<file path="src/lodg_pkg.sv">
// shared types, codes and constants of the log-odds occupancy grid block
`timescale 1ns / 1ps

package lodg_pkg;

  // default grid size
  localparam int GRID_ROWS_DEF = 8;
  localparam int GRID_COLS_DEF = 8;

  // cell value limits and report limit
  localparam int CELL_MAX    = 127;
  localparam int MAX_REPORTS = 64;

  // register reset values
  localparam logic signed [7:0] OCC_INC_RST  = 8'sd16;
  localparam logic signed [7:0] FREE_INC_RST = -8'sd8;
  localparam logic [6:0]        THR_RST      = 7'd58;
  localparam logic [6:0]        DECAY_RST    = 7'd5;

  // input commands
  typedef enum logic [2:0] {
    CMD_HIT   = 3'd0,
    CMD_MISS  = 3'd1,
    CMD_FREE  = 3'd2,
    CMD_DECAY = 3'd3,
    CMD_CLEAR = 3'd4
  } cmd_e;

  // configuration register indexes
  typedef enum logic [1:0] {
    CFG_OCC_INC  = 2'd0,
    CFG_FREE_INC = 2'd1,
    CFG_THR      = 2'd2,
    CFG_DECAY    = 2'd3
  } cfg_e;

  // cell classes
  typedef enum logic [1:0] {
    CLS_UNKNOWN  = 2'd0,
    CLS_OCCUPIED = 2'd1,
    CLS_FREE     = 2'd2
  } cls_e;

  // sequencer states
  typedef enum logic [2:0] {
    ST_INIT,
    ST_IDLE,
    ST_NEXT,
    ST_RD,
    ST_WB,
    ST_FLUSH
  } state_t;

  // which cell source the sequencer works on
  typedef enum logic [1:0] {
    PH_WALK,
    PH_TARGET,
    PH_ROVER,
    PH_DECAY
  } phase_t;

  // line walker control
  typedef struct packed {
    logic load;
    logic step;
  } walk_ctrl_t;

  // operation for the cell update unit
  typedef struct packed {
    logic              decay;
    logic signed [7:0] delta;
  } cell_op_t;

  // one result item
  typedef struct packed {
    logic [5:0]        row;
    logic [5:0]        col;
    logic signed [7:0] value;
    logic [1:0]        cls;
    logic              changed;
    logic              last;
  } report_t;

endpackage

</file>
<file path="src/lodg_ram.sv">
// generic single-port-write ram with registered read
`timescale 1ns / 1ps

module lodg_ram #(
  parameter int WIDTH = 8,
  parameter int DEPTH = 64,
  parameter int AW    = $clog2(DEPTH)
) (
  input  logic             clk,
  input  logic             we,
  input  logic [AW-1:0]    waddr,
  input  logic [WIDTH-1:0] wdata,
  input  logic             re,
  input  logic [AW-1:0]    raddr,
  output logic [WIDTH-1:0] rdata
);

  logic [WIDTH-1:0] mem [DEPTH];

  // write port
  always_ff @(posedge clk) begin
    if (we) begin
      mem[waddr] <= wdata;
    end
  end

  // registered read port
  always_ff @(posedge clk) begin
    if (re) begin
      rdata <= mem[raddr];
    end
  end

endmodule

</file>
<file path="src/lodg_walker.sv">
// bresenham line walker, one cell per step
`timescale 1ns / 1ps

module lodg_walker (
  input  logic                clk,
  input  lodg_pkg::walk_ctrl_t ctrl,
  input  logic [7:0]          x0,
  input  logic [7:0]          y0,
  input  logic [7:0]          x1,
  input  logic [7:0]          y1,
  output logic [7:0]          x,
  output logic [7:0]          y,
  output logic                at_end
);

  logic [7:0]         x_end;
  logic [7:0]         y_end;
  logic [7:0]         dx;
  logic [7:0]         dy_mag;
  logic               sx_neg;
  logic               sy_neg;
  logic signed [11:0] err;

  logic [7:0]         dx_init;
  logic [7:0]         dy_init;
  logic signed [12:0] e2;
  logic signed [12:0] dx_s;
  logic signed [12:0] dy_s;
  logic               step_x;
  logic               step_y;
  logic signed [11:0] err_next;

  // setup distances
  assign dx_init = (x1 > x0) ? (x1 - x0) : (x0 - x1);
  assign dy_init = (y1 > y0) ? (y1 - y0) : (y0 - y1);

  // step decision from doubled error
  assign e2     = {err, 1'b0};
  assign dx_s   = 13'(signed'({1'b0, dx}));
  assign dy_s   = -13'(signed'({1'b0, dy_mag}));
  assign step_x = (e2 >= dy_s);
  assign step_y = (e2 <= dx_s);

  always_comb begin
    err_next = err;
    if (step_x) begin
      err_next = err_next - 12'(signed'({1'b0, dy_mag}));
    end
    if (step_y) begin
      err_next = err_next + 12'(signed'({1'b0, dx}));
    end
  end

  assign at_end = (x == x_end) && (y == y_end);

  // walker registers
  always_ff @(posedge clk) begin
    if (ctrl.load) begin
      x      <= x0;
      y      <= y0;
      x_end  <= x1;
      y_end  <= y1;
      dx     <= dx_init;
      dy_mag <= dy_init;
      sx_neg <= !(x0 < x1);
      sy_neg <= !(y0 < y1);
      err    <= 12'(signed'({1'b0, dx_init})) - 12'(signed'({1'b0, dy_init}));
    end else if (ctrl.step) begin
      err <= err_next;
      if (step_x) begin
        x <= sx_neg ? (x - 8'd1) : (x + 8'd1);
      end
      if (step_y) begin
        y <= sy_neg ? (y - 8'd1) : (y + 8'd1);
      end
    end
  end

endmodule

</file>
<file path="src/lodg_cell_unit.sv">
// shared cell update unit: saturating add or decay, then class compare
`timescale 1ns / 1ps

module lodg_cell_unit (
  input  logic signed [7:0]  stored_value,
  input  lodg_pkg::cell_op_t op,
  input  logic [6:0]         thr,
  input  logic [6:0]         step,
  output logic signed [7:0]  updated_value,
  output logic [1:0]         new_cls,
  output logic               changed
);

  logic signed [8:0] v9;
  logic signed [8:0] d9;
  logic signed [8:0] st9;
  logic signed [8:0] sum;
  logic signed [8:0] sat;
  logic signed [8:0] dec;
  logic [1:0]        old_cls;

  function automatic logic [1:0] classify(input logic signed [8:0] v, input logic [6:0] t);
    logic signed [8:0] t9;
    t9 = signed'({2'b00, t});
    if (v > t9) begin
      classify = lodg_pkg::CLS_OCCUPIED;
    end else if (v < -t9) begin
      classify = lodg_pkg::CLS_FREE;
    end else begin
      classify = lodg_pkg::CLS_UNKNOWN;
    end
  endfunction

  assign v9  = {stored_value[7], stored_value};
  assign d9  = {op.delta[7], op.delta};
  assign st9 = signed'({2'b00, step});

  // saturating add
  assign sum = v9 + d9;
  always_comb begin
    if (sum > 9'(lodg_pkg::CELL_MAX)) begin
      sat = 9'(lodg_pkg::CELL_MAX);
    end else if (sum < -9'(lodg_pkg::CELL_MAX)) begin
      sat = -9'(lodg_pkg::CELL_MAX);
    end else begin
      sat = sum;
    end
  end

  // decay toward zero
  always_comb begin
    if (v9 > 9'sd0) begin
      dec = (v9 > st9) ? (v9 - st9) : 9'sd0;
    end else if (v9 < 9'sd0) begin
      dec = (v9 < -st9) ? (v9 + st9) : 9'sd0;
    end else begin
      dec = 9'sd0;
    end
  end

  assign updated_value = op.decay ? dec[7:0] : sat[7:0];
  assign old_cls       = classify(v9, thr);
  assign new_cls       = classify({updated_value[7], updated_value}, thr);
  assign changed       = (old_cls != new_cls);

endmodule

</file>
<file path="src/log_odds_occupancy_grid_ray_update_top.sv">
// log-odds occupancy grid with bresenham ray updates: sequencer and top level
// sequencing: a ray visits each walked in-grid cell in ST_NEXT, ST_RD and ST_WB, steps over off-grid
//   cells in ST_NEXT and, for a hit, handles the target the same way; decay reads and writes back every
//   cell, clear writes every cell; each command ends in ST_FLUSH, and output stalls can hold ST_WB and ST_FLUSH
// throughput: one command at a time; in_stall stays high until its last item is loaded
// reset: a clearing pass zeroes the grid, in_stall high
`timescale 1ns / 1ps

module log_odds_occupancy_grid_ray_update_top #(
  parameter int GRID_ROWS = lodg_pkg::GRID_ROWS_DEF,
  parameter int GRID_COLS = lodg_pkg::GRID_COLS_DEF
) (
  input  logic              clk,
  input  logic              rst,
  // configuration
  input  logic              cfg_we,
  input  logic [1:0]        cfg_index,
  input  logic [7:0]        cfg_data,
  // commands
  input  logic              in_valid,
  output logic              in_stall,
  input  logic [2:0]        command,
  input  logic [7:0]        rover_col,
  input  logic [7:0]        rover_row,
  input  logic [7:0]        target_col,
  input  logic [7:0]        target_row,
  // results
  output logic              out_valid,
  input  logic              out_stall,
  output logic [5:0]        cell_row,
  output logic [5:0]        cell_col,
  output logic signed [7:0] cell_value,
  output logic [1:0]        cell_class,
  output logic              changed,
  output logic              last
);

  localparam int DEPTH = GRID_ROWS * GRID_COLS;
  localparam int AW    = $clog2(DEPTH);

  lodg_pkg::state_t state, state_next;
  lodg_pkg::phase_t phase;

  logic              is_hit;
  logic [7:0]        tgt_x, tgt_y, rov_x, rov_y;
  logic [5:0]        dec_row, dec_col;
  logic [AW-1:0]     clr_addr;
  logic              clr_reply;
  logic              grid_ready;
  logic signed [7:0] occ_inc, free_inc;
  logic [6:0]        cls_thr, dec_step;
  logic [6:0]        rep_cnt;
  lodg_pkg::report_t pend, out_reg;
  logic              pend_valid;

  // datapath wires
  logic [7:0]           w_x, w_y;
  logic                 w_end;
  lodg_pkg::walk_ctrl_t w_ctrl;
  logic [7:0]           cur_x, cur_y;
  logic                 cur_in_grid;
  logic                 rover_in_grid;
  logic [12:0]          addr_wide;
  logic [AW-1:0]        cell_addr;
  lodg_pkg::cell_op_t   cell_op;
  logic [7:0]           ram_rdata;
  logic signed [7:0]    unit_value;
  logic [1:0]           unit_cls;
  logic                 unit_changed;
  logic                 report;
  logic                 slot_free;
  logic                 commit;
  logic                 accept;
  logic                 clr_last;
  logic                 dec_last;
  logic                 ram_we, ram_re;
  logic [AW-1:0]        ram_waddr;
  logic [7:0]           ram_wdata;
  lodg_pkg::report_t    new_rep;
  lodg_pkg::report_t    flush_rep;
  logic                 out_load;

  assign accept        = in_valid && !in_stall;
  assign in_stall      = (state != lodg_pkg::ST_IDLE);
  assign slot_free     = !out_valid || !out_stall;
  assign rover_in_grid = (rover_col < 8'(GRID_COLS)) && (rover_row < 8'(GRID_ROWS));
  assign clr_last      = (clr_addr == AW'(DEPTH - 1));
  assign dec_last      = (dec_row == 6'(GRID_ROWS - 1)) && (dec_col == 6'(GRID_COLS - 1));

  // current cell source
  always_comb begin
    case (phase)
      lodg_pkg::PH_WALK: begin
        cur_x = w_x;
        cur_y = w_y;
      end
      lodg_pkg::PH_TARGET: begin
        cur_x = tgt_x;
        cur_y = tgt_y;
      end
      lodg_pkg::PH_ROVER: begin
        cur_x = rov_x;
        cur_y = rov_y;
      end
      lodg_pkg::PH_DECAY: begin
        cur_x = {2'b00, dec_col};
        cur_y = {2'b00, dec_row};
      end
      default: begin
        cur_x = w_x;
        cur_y = w_y;
      end
    endcase
  end

  assign cur_in_grid = (cur_x < 8'(GRID_COLS)) && (cur_y < 8'(GRID_ROWS));
  assign addr_wide   = 13'(cur_y[5:0]) * 13'(GRID_COLS) + 13'(cur_x[5:0]);
  assign cell_addr   = addr_wide[AW-1:0];

  // cell operation by phase
  assign cell_op.decay = (phase == lodg_pkg::PH_DECAY);
  assign cell_op.delta = (phase == lodg_pkg::PH_TARGET) ? occ_inc : free_inc;

  // report bookkeeping
  assign report  = unit_changed && (rep_cnt < 7'(lodg_pkg::MAX_REPORTS));
  assign commit  = (state == lodg_pkg::ST_WB) && !(report && pend_valid && !slot_free);

  assign new_rep.row     = cur_y[5:0];
  assign new_rep.col     = cur_x[5:0];
  assign new_rep.value   = unit_value;
  assign new_rep.cls     = unit_cls;
  assign new_rep.changed = 1'b1;
  assign new_rep.last    = 1'b0;

  // final item of a command: the held report or a bare done item
  always_comb begin
    if (pend_valid) begin
      flush_rep = pend;
    end else begin
      flush_rep = '0;
    end
    flush_rep.last = 1'b1;
  end

  // output register loads on a report while one is held, or at flush
  assign out_load = (commit && report && pend_valid) ||
                    ((state == lodg_pkg::ST_FLUSH) && slot_free);

  lodg_walker u_walker (
    .clk    (clk),
    .ctrl   (w_ctrl),
    .x0     (rover_col),
    .y0     (rover_row),
    .x1     (target_col),
    .y1     (target_row),
    .x      (w_x),
    .y      (w_y),
    .at_end (w_end)
  );

  lodg_ram #(
    .WIDTH (8),
    .DEPTH (DEPTH),
    .AW    (AW)
  ) u_ram (
    .clk   (clk),
    .we    (ram_we),
    .waddr (ram_waddr),
    .wdata (ram_wdata),
    .re    (ram_re),
    .raddr (cell_addr),
    .rdata (ram_rdata)
  );

  lodg_cell_unit u_cell (
    .stored_value  (signed'(ram_rdata)),
    .op            (cell_op),
    .thr           (cls_thr),
    .step          (dec_step),
    .updated_value (unit_value),
    .new_cls       (unit_cls),
    .changed       (unit_changed)
  );

  // next state
  always_comb begin
    state_next = state;
    case (state)
      lodg_pkg::ST_INIT: begin
        if (clr_last) begin
          state_next = clr_reply ? lodg_pkg::ST_FLUSH : lodg_pkg::ST_IDLE;
        end
      end
      lodg_pkg::ST_IDLE: begin
        if (in_valid) begin
          case (command)
            lodg_pkg::CMD_HIT: begin
              state_next = grid_ready ? lodg_pkg::ST_NEXT : lodg_pkg::ST_FLUSH;
            end
            lodg_pkg::CMD_MISS: begin
              state_next = (grid_ready && rover_in_grid) ? lodg_pkg::ST_NEXT
                                                         : lodg_pkg::ST_FLUSH;
            end
            lodg_pkg::CMD_FREE: begin
              state_next = (grid_ready && rover_in_grid) ? lodg_pkg::ST_RD
                                                         : lodg_pkg::ST_FLUSH;
            end
            lodg_pkg::CMD_DECAY: state_next = lodg_pkg::ST_RD;
            lodg_pkg::CMD_CLEAR: state_next = lodg_pkg::ST_INIT;
            default:             state_next = lodg_pkg::ST_FLUSH;
          endcase
        end
      end
      lodg_pkg::ST_NEXT: begin
        if (phase == lodg_pkg::PH_WALK) begin
          if (w_end) begin
            state_next = is_hit ? lodg_pkg::ST_NEXT : lodg_pkg::ST_FLUSH;
          end else if (cur_in_grid) begin
            state_next = lodg_pkg::ST_RD;
          end
        end else begin
          state_next = cur_in_grid ? lodg_pkg::ST_RD : lodg_pkg::ST_FLUSH;
        end
      end
      lodg_pkg::ST_RD: state_next = lodg_pkg::ST_WB;
      lodg_pkg::ST_WB: begin
        if (commit) begin
          case (phase)
            lodg_pkg::PH_WALK:  state_next = lodg_pkg::ST_NEXT;
            lodg_pkg::PH_DECAY: state_next = dec_last ? lodg_pkg::ST_FLUSH : lodg_pkg::ST_RD;
            default:            state_next = lodg_pkg::ST_FLUSH;
          endcase
        end
      end
      lodg_pkg::ST_FLUSH: begin
        if (slot_free) begin
          state_next = lodg_pkg::ST_IDLE;
        end
      end
      default: state_next = lodg_pkg::ST_INIT;
    endcase
  end

  // sequencer outputs
  always_comb begin
    ram_we      = 1'b0;
    ram_waddr   = cell_addr;
    ram_wdata   = unit_value;
    ram_re      = 1'b0;
    w_ctrl.load = 1'b0;
    w_ctrl.step = 1'b0;
    case (state)
      lodg_pkg::ST_INIT: begin
        ram_we    = 1'b1;
        ram_waddr = clr_addr;
        ram_wdata = 8'd0;
      end
      lodg_pkg::ST_IDLE: begin
        w_ctrl.load = accept;
      end
      lodg_pkg::ST_NEXT: begin
        w_ctrl.step = (phase == lodg_pkg::PH_WALK) && !w_end && !cur_in_grid;
      end
      lodg_pkg::ST_RD: begin
        ram_re = 1'b1;
      end
      lodg_pkg::ST_WB: begin
        ram_we      = commit;
        w_ctrl.step = commit && (phase == lodg_pkg::PH_WALK);
      end
      default: begin
        ram_we = 1'b0;
      end
    endcase
  end

  // state and control registers
  always_ff @(posedge clk) begin
    if (rst) begin
      state      <= lodg_pkg::ST_INIT;
      phase      <= lodg_pkg::PH_WALK;
      clr_addr   <= '0;
      clr_reply  <= 1'b0;
      grid_ready <= 1'b0;
      rep_cnt    <= '0;
      pend_valid <= 1'b0;
      out_valid  <= 1'b0;
      is_hit     <= 1'b0;
      dec_row    <= '0;
      dec_col    <= '0;
    end else begin
      state <= state_next;

      // output register fills on load and drains when taken
      if (out_load) begin
        out_valid <= 1'b1;
      end else if (!out_stall) begin
        out_valid <= 1'b0;
      end

      case (state)
        lodg_pkg::ST_INIT: begin
          clr_addr <= clr_addr + AW'(1);
          if (clr_last && clr_reply) begin
            grid_ready <= 1'b1;
          end
        end
        lodg_pkg::ST_IDLE: begin
          if (accept) begin
            rep_cnt    <= '0;
            pend_valid <= 1'b0;
            is_hit     <= (command == lodg_pkg::CMD_HIT);
            dec_row    <= '0;
            dec_col    <= '0;
            clr_addr   <= '0;
            clr_reply  <= 1'b1;
            case (command)
              lodg_pkg::CMD_FREE:  phase <= lodg_pkg::PH_ROVER;
              lodg_pkg::CMD_DECAY: phase <= lodg_pkg::PH_DECAY;
              default:             phase <= lodg_pkg::PH_WALK;
            endcase
          end
        end
        lodg_pkg::ST_NEXT: begin
          if ((phase == lodg_pkg::PH_WALK) && w_end && is_hit) begin
            phase <= lodg_pkg::PH_TARGET;
          end
        end
        lodg_pkg::ST_WB: begin
          if (commit) begin
            if (report) begin
              rep_cnt    <= rep_cnt + 7'd1;
              pend_valid <= 1'b1;
            end
            if (phase == lodg_pkg::PH_DECAY) begin
              if (dec_col == 6'(GRID_COLS - 1)) begin
                dec_col <= '0;
                dec_row <= dec_row + 6'd1;
              end else begin
                dec_col <= dec_col + 6'd1;
              end
            end
          end
        end
        lodg_pkg::ST_FLUSH: begin
          if (slot_free) begin
            pend_valid <= 1'b0;
          end
        end
        default: begin
          clr_reply <= clr_reply;
        end
      endcase
    end
  end

  // payload registers
  always_ff @(posedge clk) begin
    if (accept) begin
      tgt_x <= target_col;
      tgt_y <= target_row;
      rov_x <= rover_col;
      rov_y <= rover_row;
    end
    if (commit && report) begin
      pend <= new_rep;
      if (pend_valid) begin
        out_reg <= pend;
      end
    end
    if ((state == lodg_pkg::ST_FLUSH) && slot_free) begin
      out_reg <= flush_rep;
    end
  end

  // configuration registers
  always_ff @(posedge clk) begin
    if (rst) begin
      occ_inc  <= lodg_pkg::OCC_INC_RST;
      free_inc <= lodg_pkg::FREE_INC_RST;
      cls_thr  <= lodg_pkg::THR_RST;
      dec_step <= lodg_pkg::DECAY_RST;
    end else if (cfg_we) begin
      case (cfg_index)
        lodg_pkg::CFG_OCC_INC:  occ_inc  <= signed'(cfg_data);
        lodg_pkg::CFG_FREE_INC: free_inc <= signed'(cfg_data);
        lodg_pkg::CFG_THR:      cls_thr  <= cfg_data[6:0];
        lodg_pkg::CFG_DECAY:    dec_step <= cfg_data[6:0];
        default:                occ_inc  <= occ_inc;
      endcase
    end
  end

  assign cell_row   = out_reg.row;
  assign cell_col   = out_reg.col;
  assign cell_value = out_reg.value;
  assign cell_class = out_reg.cls;
  assign changed    = out_reg.changed;
  assign last       = out_reg.last;

`ifndef ASSERT_OFF
  // an accepted command keeps the input side closed on the next cycle
  a_busy_after_accept: assert property (@(posedge clk) disable iff (rst)
    accept |=> in_stall)
    else $error("input not stalled after accepting an item");

  // no report left over from an earlier command while idle
  a_idle_no_pending: assert property (@(posedge clk) disable iff (rst)
    !in_stall |-> !pend_valid)
    else $error("pending report while idle");

  // report count never runs past the limit, and a pending report was counted
  a_report_count: assert property (@(posedge clk) disable iff (rst)
    (rep_cnt <= 7'(lodg_pkg::MAX_REPORTS)) && (!pend_valid || (rep_cnt != 7'd0)))
    else $error("report count out of range");

  // the cell memory is never written while the output would lose a report
  a_no_overwrite: assert property (@(posedge clk) disable iff (rst)
    (commit && report && pend_valid) |-> slot_free)
    else $error("result item overwritten");
`endif

endmodule

</file>
<file path="config.mk">
export PLATFORM = sky130hd
export DESIGN_NAME = log_odds_occupancy_grid_ray_update_top
export DESIGN_NICKNAME = d
export VERILOG_FILES = /design/src/lodg_pkg.sv /design/src/lodg_ram.sv /design/src/lodg_walker.sv /design/src/lodg_cell_unit.sv /design/src/log_odds_occupancy_grid_ray_update_top.sv
export SDC_FILE = /design/constraint.sdc
export NUM_CORES = 1
export LEC_CHECK = 0
export BUFFER_PORTS_ARGS = -buffer_cell sky130_fd_sc_hd__buf_2
export CORE_ASPECT_RATIO = 1.2
export CORE_MARGIN = 3
export CORE_UTILIZATION = 45
export DETAILED_ROUTE_END_ITERATION = 10
export PLACE_DENSITY = 0.66
export SYNTH_ARGS = -nofsm -noshare
export SYNTH_HDL_FRONTEND = slang
export SYNTH_SLANG_ARGS = --single-unit
</file>
<file path="constraint.sdc">
create_clock -name clk -period 8 [get_ports clk]
set_clock_uncertainty 0.15 [all_clocks]
set_input_delay 0.8 -clock clk [delete_from_list [all_inputs] [get_ports clk]]
set_output_delay 0.8 -clock clk [all_outputs]
set_load 0.05 [all_outputs]
</file>
# == After elaboration in Yosys (flattened, before gate mapping) ==
# Memories as Yosys holds them, arrays and structs flattened. A register that Yosys moved wholly into a read port is not among the register bits.
# Cells that the tools add are included.
# word_totals
register_bits,205
ram_bits,512
input_bits,50
output_inout_bits,26
word_cells,257
mem_count,1
# op_classes
add_sub_neg,22
order_cmp,21
eq_ne,33
n_mux,82
reduce_logical,60
# mem_list
memory,words,word_bits,read_ports,rd_clocked_by_memory_dff,wr,line,source
u_ram.mem,64,8,1,1,1,lodg_ram.sv:18,logic [WIDTH-1:0] mem [DEPTH];
# op_table
op,n
$mux W8,19
$mux W24,4
$pmux W8 S4,2
$mux W12,4
$mux W6,8
$mux W3,14
$gt A8 B8 Y1,5
$sub A8 B8 Y8,5
$pmux W6 S2,3
$lt A8 B4 Y1 const B,4
$lt A8 B9 Y1,3
$reduce_and A2 Y1,11
$mux W7,3
$logic_and A1 B1 Y1,19
$add A6 B1 Y6 const B,3
$neg A7 Y9,2
$pmux W3 S6,1
$add A8 B1 Y8 const B,2
$eq A8 B8 Y1,2
$lt A8 B8 Y1,2
$ne A2 B2 Y1 const B,8
$reduce_bool A2 Y1,8
$sub A8 B1 Y8 const B,2
$pmux W3 S5,1
41 further kinds,83

# == Longest topological paths before layout ==
# Gate-level depths: netlist of the first run.
# logic_depth
depth_word,20
depth_mapped,28
depth_no_buf,24

# == Modules after synthesis ==
# Synthesis of the first run repeated with hierarchy kept, for this count alone.
# hier_totals
hier_cells,2461
hier_area_um2,34855.9
# by_module_without_submodules
mod,instances,cells_per_inst,area_per_inst_um2,seq_area_each_um2
lodg_ram,1,940,20240.7,15615.0
log_odds_occupancy_grid_ray_update_top,1,576,6233.5,3633.5
lodg_walker,1,631,6042.0,1861.8
lodg_cell_unit,1,314,2339.7,0.0

# == Least setup slack after synthesis of the first run ==
# Ideal clock, no wire load.
# synth_timing
path_type,reg-to-reg
from,reg phase[1]
to,reg pend[10] in the netlist's numbering (enable)
setup_time_ns,0.431
t_arrival_ns,6.439
required_time_ns,7.419
path_slack_ns,0.980
stages_incl_launch_ff,24
path_buffers,2
period_less_slack_ns,7.020
cell_sequence,dfxtp_1 inv_1 ha_1 buf_2 buf_1 mux2_2 ha_1 inv_1 fa_1 nand3b_1 nand2_1 xor2_1 or4_1 or4_1 a21o_1 nor3b_1 or2_2 ha_1 nand4_1 o22ai_1 a31oi_1 nor3b_1 nor4_4 nor3_1
# synth_between
elab_chain_len,17
elab_cells_between_ends,20
cone_classes,add/sub: 1; order compare: 4; eq/ne: 3; mux: 6; reduce/logical: 6
# synth_rtl
item,line,source
"start, declared",log_odds_occupancy_grid_ray_update_top.sv:42,lodg_pkg::phase_t phase;
"start signal, assigned",log_odds_occupancy_grid_ray_update_top.sv:281,phase <= lodg_pkg::PH_WALK;
"start signal, assigned",log_odds_occupancy_grid_ray_update_top.sv:318,lodg_pkg::CMD_FREE: phase <= lodg_pkg::PH_ROVER;
"start signal, assigned",log_odds_occupancy_grid_ray_update_top.sv:319,lodg_pkg::CMD_DECAY: phase <= lodg_pkg::PH_DECAY;
$eq A2 B1 Y1,log_odds_occupancy_grid_ray_update_top.sv:122,assign cell_op.delta = (phase == lodg_pkg::PH_TARGET) ? occ_inc : free_inc;
$mux W8,log_odds_occupancy_grid_ray_update_top.sv:122,
$add A8 B8 Y9,lodg_cell_unit.sv:39,assign sum = v9 + d9;
$lt A9 B8 Y1,lodg_cell_unit.sv:43,end else if (sum < -9'(lodg_pkg::CELL_MAX)) begin
$mux W8,lodg_cell_unit.sv:43,
$mux W8,lodg_cell_unit.sv:41,if (sum > 9'(lodg_pkg::CELL_MAX)) begin
$mux W8 (*),lodg_cell_unit.sv:61,assign updated_value = op.decay ? dec[7:0] : sat[7:0];
$lt A8 B9 Y1,lodg_cell_unit.sv:27,end else if (v < -t9) begin
$mux W2,lodg_cell_unit.sv:27,
$mux W2 (*),lodg_cell_unit.sv:25,if (v > t9) begin
$ne A2 B2 Y1 (*),lodg_cell_unit.sv:64,assign changed = (old_cls != new_cls);
$logic_and A1 B1 Y1 (*),log_odds_occupancy_grid_ray_update_top.sv:125,assign report = unit_changed && (rep_cnt < 7'(lodg_pkg::MAX_REPORTS));
$logic_and A1 B1 Y1 (2 in series),log_odds_occupancy_grid_ray_update_top.sv:126,assign commit = (state == lodg_pkg::ST_WB) && !(report && pend_valid && !slot_free);
$logic_not A1 Y1,log_odds_occupancy_grid_ray_update_top.sv:126,
$logic_and A1 B1 Y1,log_odds_occupancy_grid_ray_update_top.sv:126,
$logic_and A1 B1 Y1 (*),log_odds_occupancy_grid_ray_update_top.sv:365,if (commit && report) begin
"end signal, assigned",log_odds_occupancy_grid_ray_update_top.sv:366,pend <= new_rep;
"end, declared",log_odds_occupancy_grid_ray_update_top.sv:53,"lodg_pkg::report_t pend, out_reg;"
# Every way passes the cells marked *; elsewhere a longest branch is shown, timed or not.
# A chain may end at the register's enable or synchronous reset.

# == Worst setup path after layout of the first run ==
# layout_timing
from,reg phase[1]
to,mem u_ram.mem[7][4] (enable)
# layout_between
elab_chain_len,19
elab_cells_between_ends,28
cone_classes,add/sub: 2; order compare: 4; eq/ne: 4; mux: 12; reduce/logical: 6
# layout_rtl
item,line,source
$eq A2 B1 Y1,log_odds_occupancy_grid_ray_update_top.sv:122,
$mux W8,log_odds_occupancy_grid_ray_update_top.sv:122,
$add A8 B8 Y9,lodg_cell_unit.sv:39,
$lt A9 B8 Y1,lodg_cell_unit.sv:43,
$mux W8,lodg_cell_unit.sv:43,
$mux W8,lodg_cell_unit.sv:41,
$mux W8 (*),lodg_cell_unit.sv:61,
named net u_cell.updated_value[3],lodg_cell_unit.sv:9,"output logic signed [7:0] updated_value,"
(+3 left out),-,
$ne A2 B2 Y1 (*),lodg_cell_unit.sv:64,
$logic_and A1 B1 Y1 (*),log_odds_occupancy_grid_ray_update_top.sv:125,
$logic_and A1 B1 Y1 (*) (2 in series),log_odds_occupancy_grid_ray_update_top.sv:126,
$logic_not A1 Y1 (*),log_odds_occupancy_grid_ray_update_top.sv:126,
$logic_and A1 B1 Y1 (*),log_odds_occupancy_grid_ray_update_top.sv:126,
$pmux W1 S2 (*),log_odds_occupancy_grid_ray_update_top.sv:252,case (state)
$mux W1 (*),lodg_ram.sv:22,if (we) begin
$mux W1 (not written as such) (*),lodg_ram.sv:23,mem[waddr] <= wdata;
"end, declared",lodg_ram.sv:18,
# The timed path passes the listed nets; every way through them passes the cells marked *.

==> flow_metrics.env, run 1 <==
export IMPL_status="completed"
export IMPL_m1WireLength_um=35950
export IMPL_cts_root_buf="clkbuf_16"
export IMPL_vias_per_cell=5.865
export IMPL_syn_area_um2=34870
export IMPL_synth_top_area_share_pct=55.38
export IMPL_syn_inst=2801
export IMPL_cts_buffer_depth=3
export IMPL_route_met3_wl_um=5784
export IMPL_path_clk_slew_ps=70
export IMPL_final_common_cell="edfxtp_1"
export IMPL_clk_latency_ps=630
export IMPL_synth_ff_type="edfxtp_1"
export IMPL_die_x_um=260.1
export IMPL_worstPathMaxFanout=16
export IMPL_io_pins=76
export IMPL_final_cell_mix="643 x edfxtp_1, 259 x nand2_1, 201 x nor2_1, 159 x mux2i_1, 159 x ha_1"
export IMPL_rows=111
export IMPL_setup_viol=0
export IMPL_fmax_mhz=138.4
export IMPL_cts_tree="built"
export IMPL_p_per_area_nw_per_um2=201.9
export IMPL_cts_buffers=72
export IMPL_finalCritPeriodShare_pct=90.29
export IMPL_cpMostUsedCell="ha_1"
export IMPL_synth_async_reset_ratio_pct=0
export IMPL_syn2layout_area_growth_pct=10.89
export IMPL_crit_required_ps=8100
export IMPL_drive_gt1_share_pct=10.27
export IMPL_finalCriticalPeriod_ps=7223
export IMPL_antenna_found_initial=2
export IMPL_cp_start_kind="flip-flop"
export IMPL_first_global_vias=22955
export IMPL_nets=3065
export IMPL_drc_errors=0
export IMPL_topRoutingLayerUsed="met4"
export IMPL_synth_edf_count=643
export IMPL_gp_congestion=0.9245
export IMPL_wl_um=88790
export IMPL_drt_first_pass_iters=8
export IMPL_cpPeakStageDelay_ps=630
export IMPL_p_leak_nw=14.07
export IMPL_wl_met2_um=44020
export IMPL_gr_total_overflow=0
export IMPL_grt_pass1_wl_um=135400
export IMPL_finish_utilization_pct=50.52
export IMPL_hold_buffers=0
export IMPL_die_area_um2=80870
export IMPL_port_buffers=75
export IMPL_grt_max_degree=166
export IMPL_rsz0062_at_grt="no"
export IMPL_cp_end_kind="flip-flop"
export IMPL_slew_viol_final=0
export IMPL_drt_iter0_markers=2327
export IMPL_yosysSeqAreaShare_pct=59.17
export IMPL_synth_seq_cells=709
export IMPL_h_tree_depth=3
export IMPL_wl_per_cell_um=22.65
export IMPL_clock_sinks=709
export IMPL_vias=22996
export IMPL_finalHoldViolCount=0
export IMPL_worstMarginPinSlew_ps=1194
export IMPL_postCtsSetupBuffers=0
export IMPL_ir_drop_uv=135.1
export IMPL_tns_ps=0
export IMPL_place_hpwl_um=59520
export IMPL_arrival_ps=7320
export IMPL_start_util_pct=45.56
export IMPL_die_y_um=310.9
export IMPL_fillCellCount=6467
export IMPL_ctsResizeCount=0
export IMPL_grt_usage_pct=21.74
export IMPL_netlist_top_cells_area="edfxtp_1 55%, ha_1 5.7%, mux2i_1 4.6%"
export IMPL_cap_violations=0
export IMPL_yosysTopAreaCell="edfxtp_1"
export IMPL_critPathKind="reg2reg"
export IMPL_syn_nets=3024
export IMPL_avgSynthCellArea_um2=12.45
export IMPL_cp_slowest_cell="nor4_4"
export IMPL_ant_nets=0
export IMPL_relSlewSlack_pct=18.34
export IMPL_min_path_type="in2reg"
export IMPL_yosysWarnings=0
export IMPL_path_cells="inv_1 -> ha_1 -> mux2_2 -> ha_1 -> inv_1 -> fa_1 -> nand3b_1 -> nand2_1 -> xor2_1 -> or4_1 -> or4_1 -> a21o_1 -> a21oi_1 -> nor2_1 -> ha_1 -> nand3_1 -> o21bai_1 -> a31oi_1 -> o311ai_0 -> a21oi_1 -> nor4_4 -> nor4_4 -> o2bb2ai_2 -> nor2_1"
export IMPL_coreArea_um2=76520
export IMPL_synth_cell_types=81
[metrics by stage]
step           hold WS [ps]  area, um2  cells  setup WS [ps]  power [mW]
6_report              243.5      38660   3921          777.0       7.806
5_1_grt               224.3      38660   3921          224.3       8.057
4_1_cts               210.5      38660   3919          759.0       7.855
3_5_place_dp          305.5      36260   3785          811.4       4.500
3_3_place_gp          296.0      36260   3785           1000       4.492
2_1_floorplan         283.5      34870   2801          979.9       4.383
[worst max-delay path, delay by kind of cell (launching register included)]
kind	cells	cell delay (ps)
compound gates	7	2060
xor+xnor	1	80
fa+ha+maj	4	1150
buf+inv	2	130
flops	1	370
mux	1	270
simple gates	9	2610
[registers in the layout (all words and copies together), names as in the netlist, 7 cells and up]
| register | flops |
|---|---|
| free_inc | 8 |
| rov_x | 8 |
| occ_inc | 8 |
| rov_y | 8 |
| cell_value | 8 |
| dec_step | 7 |
| u_ram.mem | 512 |
| u_walker.y_end | 8 |
| pend | 22 |
| u_walker.dy_mag | 8 |
| rep_cnt | 7 |
| u_walker.x_end | 8 |
| u_walker.x | 8 |
| u_ram.rdata | 8 |
| cls_thr | 7 |
| u_walker.dx | 8 |
| u_walker.y | 8 |
| u_walker.err | 12 |
[logic make-up (layout without fill, tap and decap cells)]
logic type / after synthesis / in the layout / share of synthesized area, %
buffers and inverters: 267 / 368 / 3.057
AOI/OAI and AO/OA: 586 / 586 / 11.37
muxes: 207 / 207 / 7.145
xor gates and xnor gates: 80 / 80 / 2.010
DFF: 709 / 709 / 59.17
adders and majority gates: 173 / 173 / 6.488
other: 0 / 2 / 0
and+or+nand+nor: 779 / 779 / 10.77
[synth_stat cells, drive strengths merged (15+ instances only)]
| master | instances |
|---|---|
| mux2i | 160 |
| o21a | 21 |
| xnor2 | 62 |
| o21ai | 73 |
| nand3 | 31 |
| nand3b | 22 |
| nor4 | 20 |
| inv | 129 |
| buf | 44 |
| xor2 | 18 |
| a21oi | 156 |
| mux4 | 32 |
| and2 | 33 |
| a22oi | 18 |
| nand2b | 17 |
| clkbuf | 93 |
| dfxtp | 66 |
| nor2 | 202 |
| a311oi | 34 |
| nand2 | 259 |
| a31oi | 42 |
| nor3 | 34 |
| ha | 160 |
| a21o | 30 |
| edfxtp | 643 |
| mux2 | 15 |
| o31ai | 15 |
| a211oi | 105 |
| nor2b | 84 |
| or3 | 17 |
| nand4 | 19 |
[layer usage]
layer,track usage (%),vias to the layer above
met3,2.873,178
met5,0,-
met4,8.175,0
met2,37.23,903
li1,-,10599
met1,28.13,11316
[power by group]
group	switching, mW	internal, mW	leakage (nW)
clock	1.47	1.91	1.15
combinational	0.243	0.156	6.45
sequential	0.0137	4.02	6.46
[final cells by class]
class / count / area [um2] / share of cell area, %
inverter: 130 / 495.5 / 1.282
clock buffer: 87 / 1889 / 4.887
multi-input combinational: 1825 / 13250 / 34.28
antenna: 2 / 5.005 / 0.01294
timing repair buffer: 104 / 605.6 / 1.566
tap: 1017 / 1272 / 3.291
clock inverter: 47 / 513.0 / 1.327
sequential: 709 / 20630 / 53.36
[final timing paths]
path / from / endpoint / slack, ps / depth (start not counted)
worst max register to register: phase[1] / u_ram.mem[7][4] / 780 / 24
worst min-delay path: target_row[4] / u_walker.y_end[4] / 240 / 1
worst min register to register: free_inc[1] / free_inc[1] / 320 / 2
worst max-delay path: phase[1] / u_ram.mem[7][4] / 780 / 24
Note: power is estimated with default switching activity, not from simulation.
==> run 2: changes to the inputs <==
--- a/config.mk
+++ b/config.mk
@@ -5,7 +5,7 @@
 export SDC_FILE = /design/constraint.sdc
 export NUM_CORES = 1
 export LEC_CHECK = 0
-export BUFFER_PORTS_ARGS = -buffer_cell sky130_fd_sc_hd__buf_2
+export BUFFER_PORTS_ARGS = -buffer_cell sky130_fd_sc_hd__buf_4
 export CORE_ASPECT_RATIO = 1.2
 export CORE_MARGIN = 3
 export CORE_UTILIZATION = 45
==> run 2 against run 1 <==
Worst setup slack got worse by 62 ps. Largest cell class unchanged. Design area increased by 0.35%. Clock-buffer cell count stayed put.
==> flow_metrics.env, run 2 (same netlist as run 1, synthesis figures left out) <==
export IMPL_status="completed"
export IMPL_largest_register="u_ram.mem"
export IMPL_crit_required_ps=8110
export IMPL_p_per_area_nw_per_um2=201.2
export IMPL_clock_sinks=709
export IMPL_cts_buffer_depth=3
export IMPL_grt_usage_pct=21.98
export IMPL_num_antenna_cells=0
export IMPL_gr_total_overflow=0
export IMPL_fin_cells=3915
export IMPL_wl_um=90210
export IMPL_cts_buffers=75
export IMPL_min_path_type="in2reg"
export IMPL_die_area_um2=80870
export IMPL_reg2regPathDepth=24
export IMPL_place_hpwl_um=59730
export IMPL_r2r_end="u_ram.mem[36][1]"
export IMPL_drt_iter0_markers=2555
export IMPL_largest_register_ffs=512
export IMPL_syn2layout_area_growth_pct=11.28
export IMPL_placed_cells=3781
export IMPL_ant_nets=0
export IMPL_timing_rr_start="phase[1]"
export IMPL_port_buffers=75
export IMPL_min_from="target_row[0]"
export IMPL_rsz0062_at_grt="no"
export IMPL_drive_gt1_share_pct=10.14
export IMPL_final_common_cell="edfxtp_1"
export IMPL_arrival_ps=7390
export IMPL_ctsResizeCount=0
export IMPL_tns_ps=0
export IMPL_first_global_vias=22801
export IMPL_gp_congestion=0.9054
export IMPL_ff2ff_setup_slack_ps=710
export IMPL_finalHoldViolCount=0
export IMPL_drc_errors=0
export IMPL_cp_end_kind="flip-flop"
export IMPL_p_leak_nw=14.08
export IMPL_finalCriticalPeriod_ps=7285
export IMPL_finish_utilization_pct=50.70
export IMPL_start_util_pct=45.56
export IMPL_whs_path_depth=1
export IMPL_antenna_found_initial=0
export IMPL_cp_start_kind="flip-flop"
export IMPL_worstPathMaxFanout=16
export IMPL_finalCritPeriodShare_pct=91.07
export IMPL_vias=23024
export IMPL_clk_latency_ps=620
export IMPL_coreArea_um2=76520
export IMPL_worstMarginPinSlew_ps=1169
export IMPL_worstHoldEndpoint="u_walker.y_end[0]"
export IMPL_setup_viol=0
export IMPL_die_x_um=260.1
export IMPL_cts_tree="built"
export IMPL_vias_per_cell=5.881
export IMPL_fillCellCount=6571
export IMPL_relSlewSlack_pct=22.09
export IMPL_postCtsSetupBuffers=0
export IMPL_cap_violations=0
export IMPL_die_y_um=310.9
export IMPL_grt_max_degree=208
export IMPL_hold_buffers=0
export IMPL_nets=3064
export IMPL_critPathKind="reg2reg"
export IMPL_path_clk_slew_ps=60
export IMPL_h_tree_depth=3
export IMPL_io_pins=76
export IMPL_slew_viol_final=0
export IMPL_drt_first_pass_iters=9
export IMPL_cts_root_buf="clkbuf_16"
export IMPL_rows=111
export IMPL_reg_top3="u_ram.mem x512, pend x22, u_walker.err x12"
export IMPL_final_cell_mix="643 x edfxtp_1, 259 x nand2_1, 201 x nor2_1, 159 x mux2i_1, 159 x ha_1"
export IMPL_ir_drop_uv=151.3
export IMPL_fmax_mhz=137.3
export IMPL_wl_per_cell_um=23.04
export IMPL_grt_pass1_wl_um=135900
==> run 2: cell types whose count changed in the layout (fill, tap and decap cells not counted), moves of 2 or more <==
cell,change
buf_2,-75
buf_4,+71
bufinv_16,-2
clkbuf_1,-4
clkbuf_16,+5
clkinv_1,+4
clkinv_16,-4
clkinv_2,-4
clkinv_4,-2
clkinv_8,+3
clkinvlp_4,+3
diode_2,-2
inv_6,+2
==> run 2: stage by stage <==
step / area, um2 / total power [mW] / setup WS (ps) / hold WS (ps)
6_report: 38800 / 7.806 / 714.6 / 237.2
5_1_grt: 38800 / 8.056 / 155.0 / 222.2
4_1_cts: 38800 / 7.866 / 733.4 / 207.9
3_5_place_dp: 36410 / 4.508 / 769.6 / 303.1
3_3_place_gp: 36410 / 4.498 / 907.2 / 294.4
2_1_floorplan: 34870 / 4.383 / 979.9 / 283.5
==> run 2: worst max path at each step <==
stage,start,end,slack [ps]
after floorplan,phase[1],pend[10],980
after global placement,phase[1],u_ram.mem[1][1],910
after detailed placement,phase[1],u_ram.mem[39][7],770
after CTS,phase[1],u_ram.mem[36][1],730
after global routing,phase[1],u_ram.mem[39][7],160
final,phase[1],u_ram.mem[36][1],710
==> run 2: layout make-up <==
type | instances | area, um2 | share of cell area [%]
flip-flops and latches | 709 | 20630 | 53.17
multi-input cells | 1825 | 13250 | 34.16
clock buffers | 87 | 1986 | 5.118
well taps | 1017 | 1272 | 3.280
repair buffers | 100 | 763.2 | 1.967
inverters | 130 | 495.5 | 1.277
clock inverters | 47 | 399.1 | 1.029
==> run 2: where the power goes <==
group	internal, mW	switching [mW]	total [mW]
clock	1.92	1.45	3.37
combinational	0.163	0.241	0.404
sequential	4.02	0.0134	4.03
==> run 2: routing by layer <==
metal  global-route usage, %  share of wire [%]
met1                   28.13                 41
met2                   37.06                 49
met3                   3.142                6.3
met4                   9.873                4.5
met5                       0                  0
==> run 2: critical path, cell delays in order (launching register included) <==
cell and delay (ps):
dfxtp_1 370, inv_1 80, ha_1 300, mux2_2 280, ha_1 150, inv_1 50
fa_1 390, nand3b_1 200, nand2_1 80, xor2_1 80, or4_1 460, or4_1 400
a21o_1 240, a21oi_1 270, nor2_1 150, ha_1 310, nand3_1 80, o21bai_1 160
a31oi_1 300, o311ai_0 190, a21oi_1 330, nor4_4 140, nor4_4 780, o2bb2ai_2 540
nor2_1 420
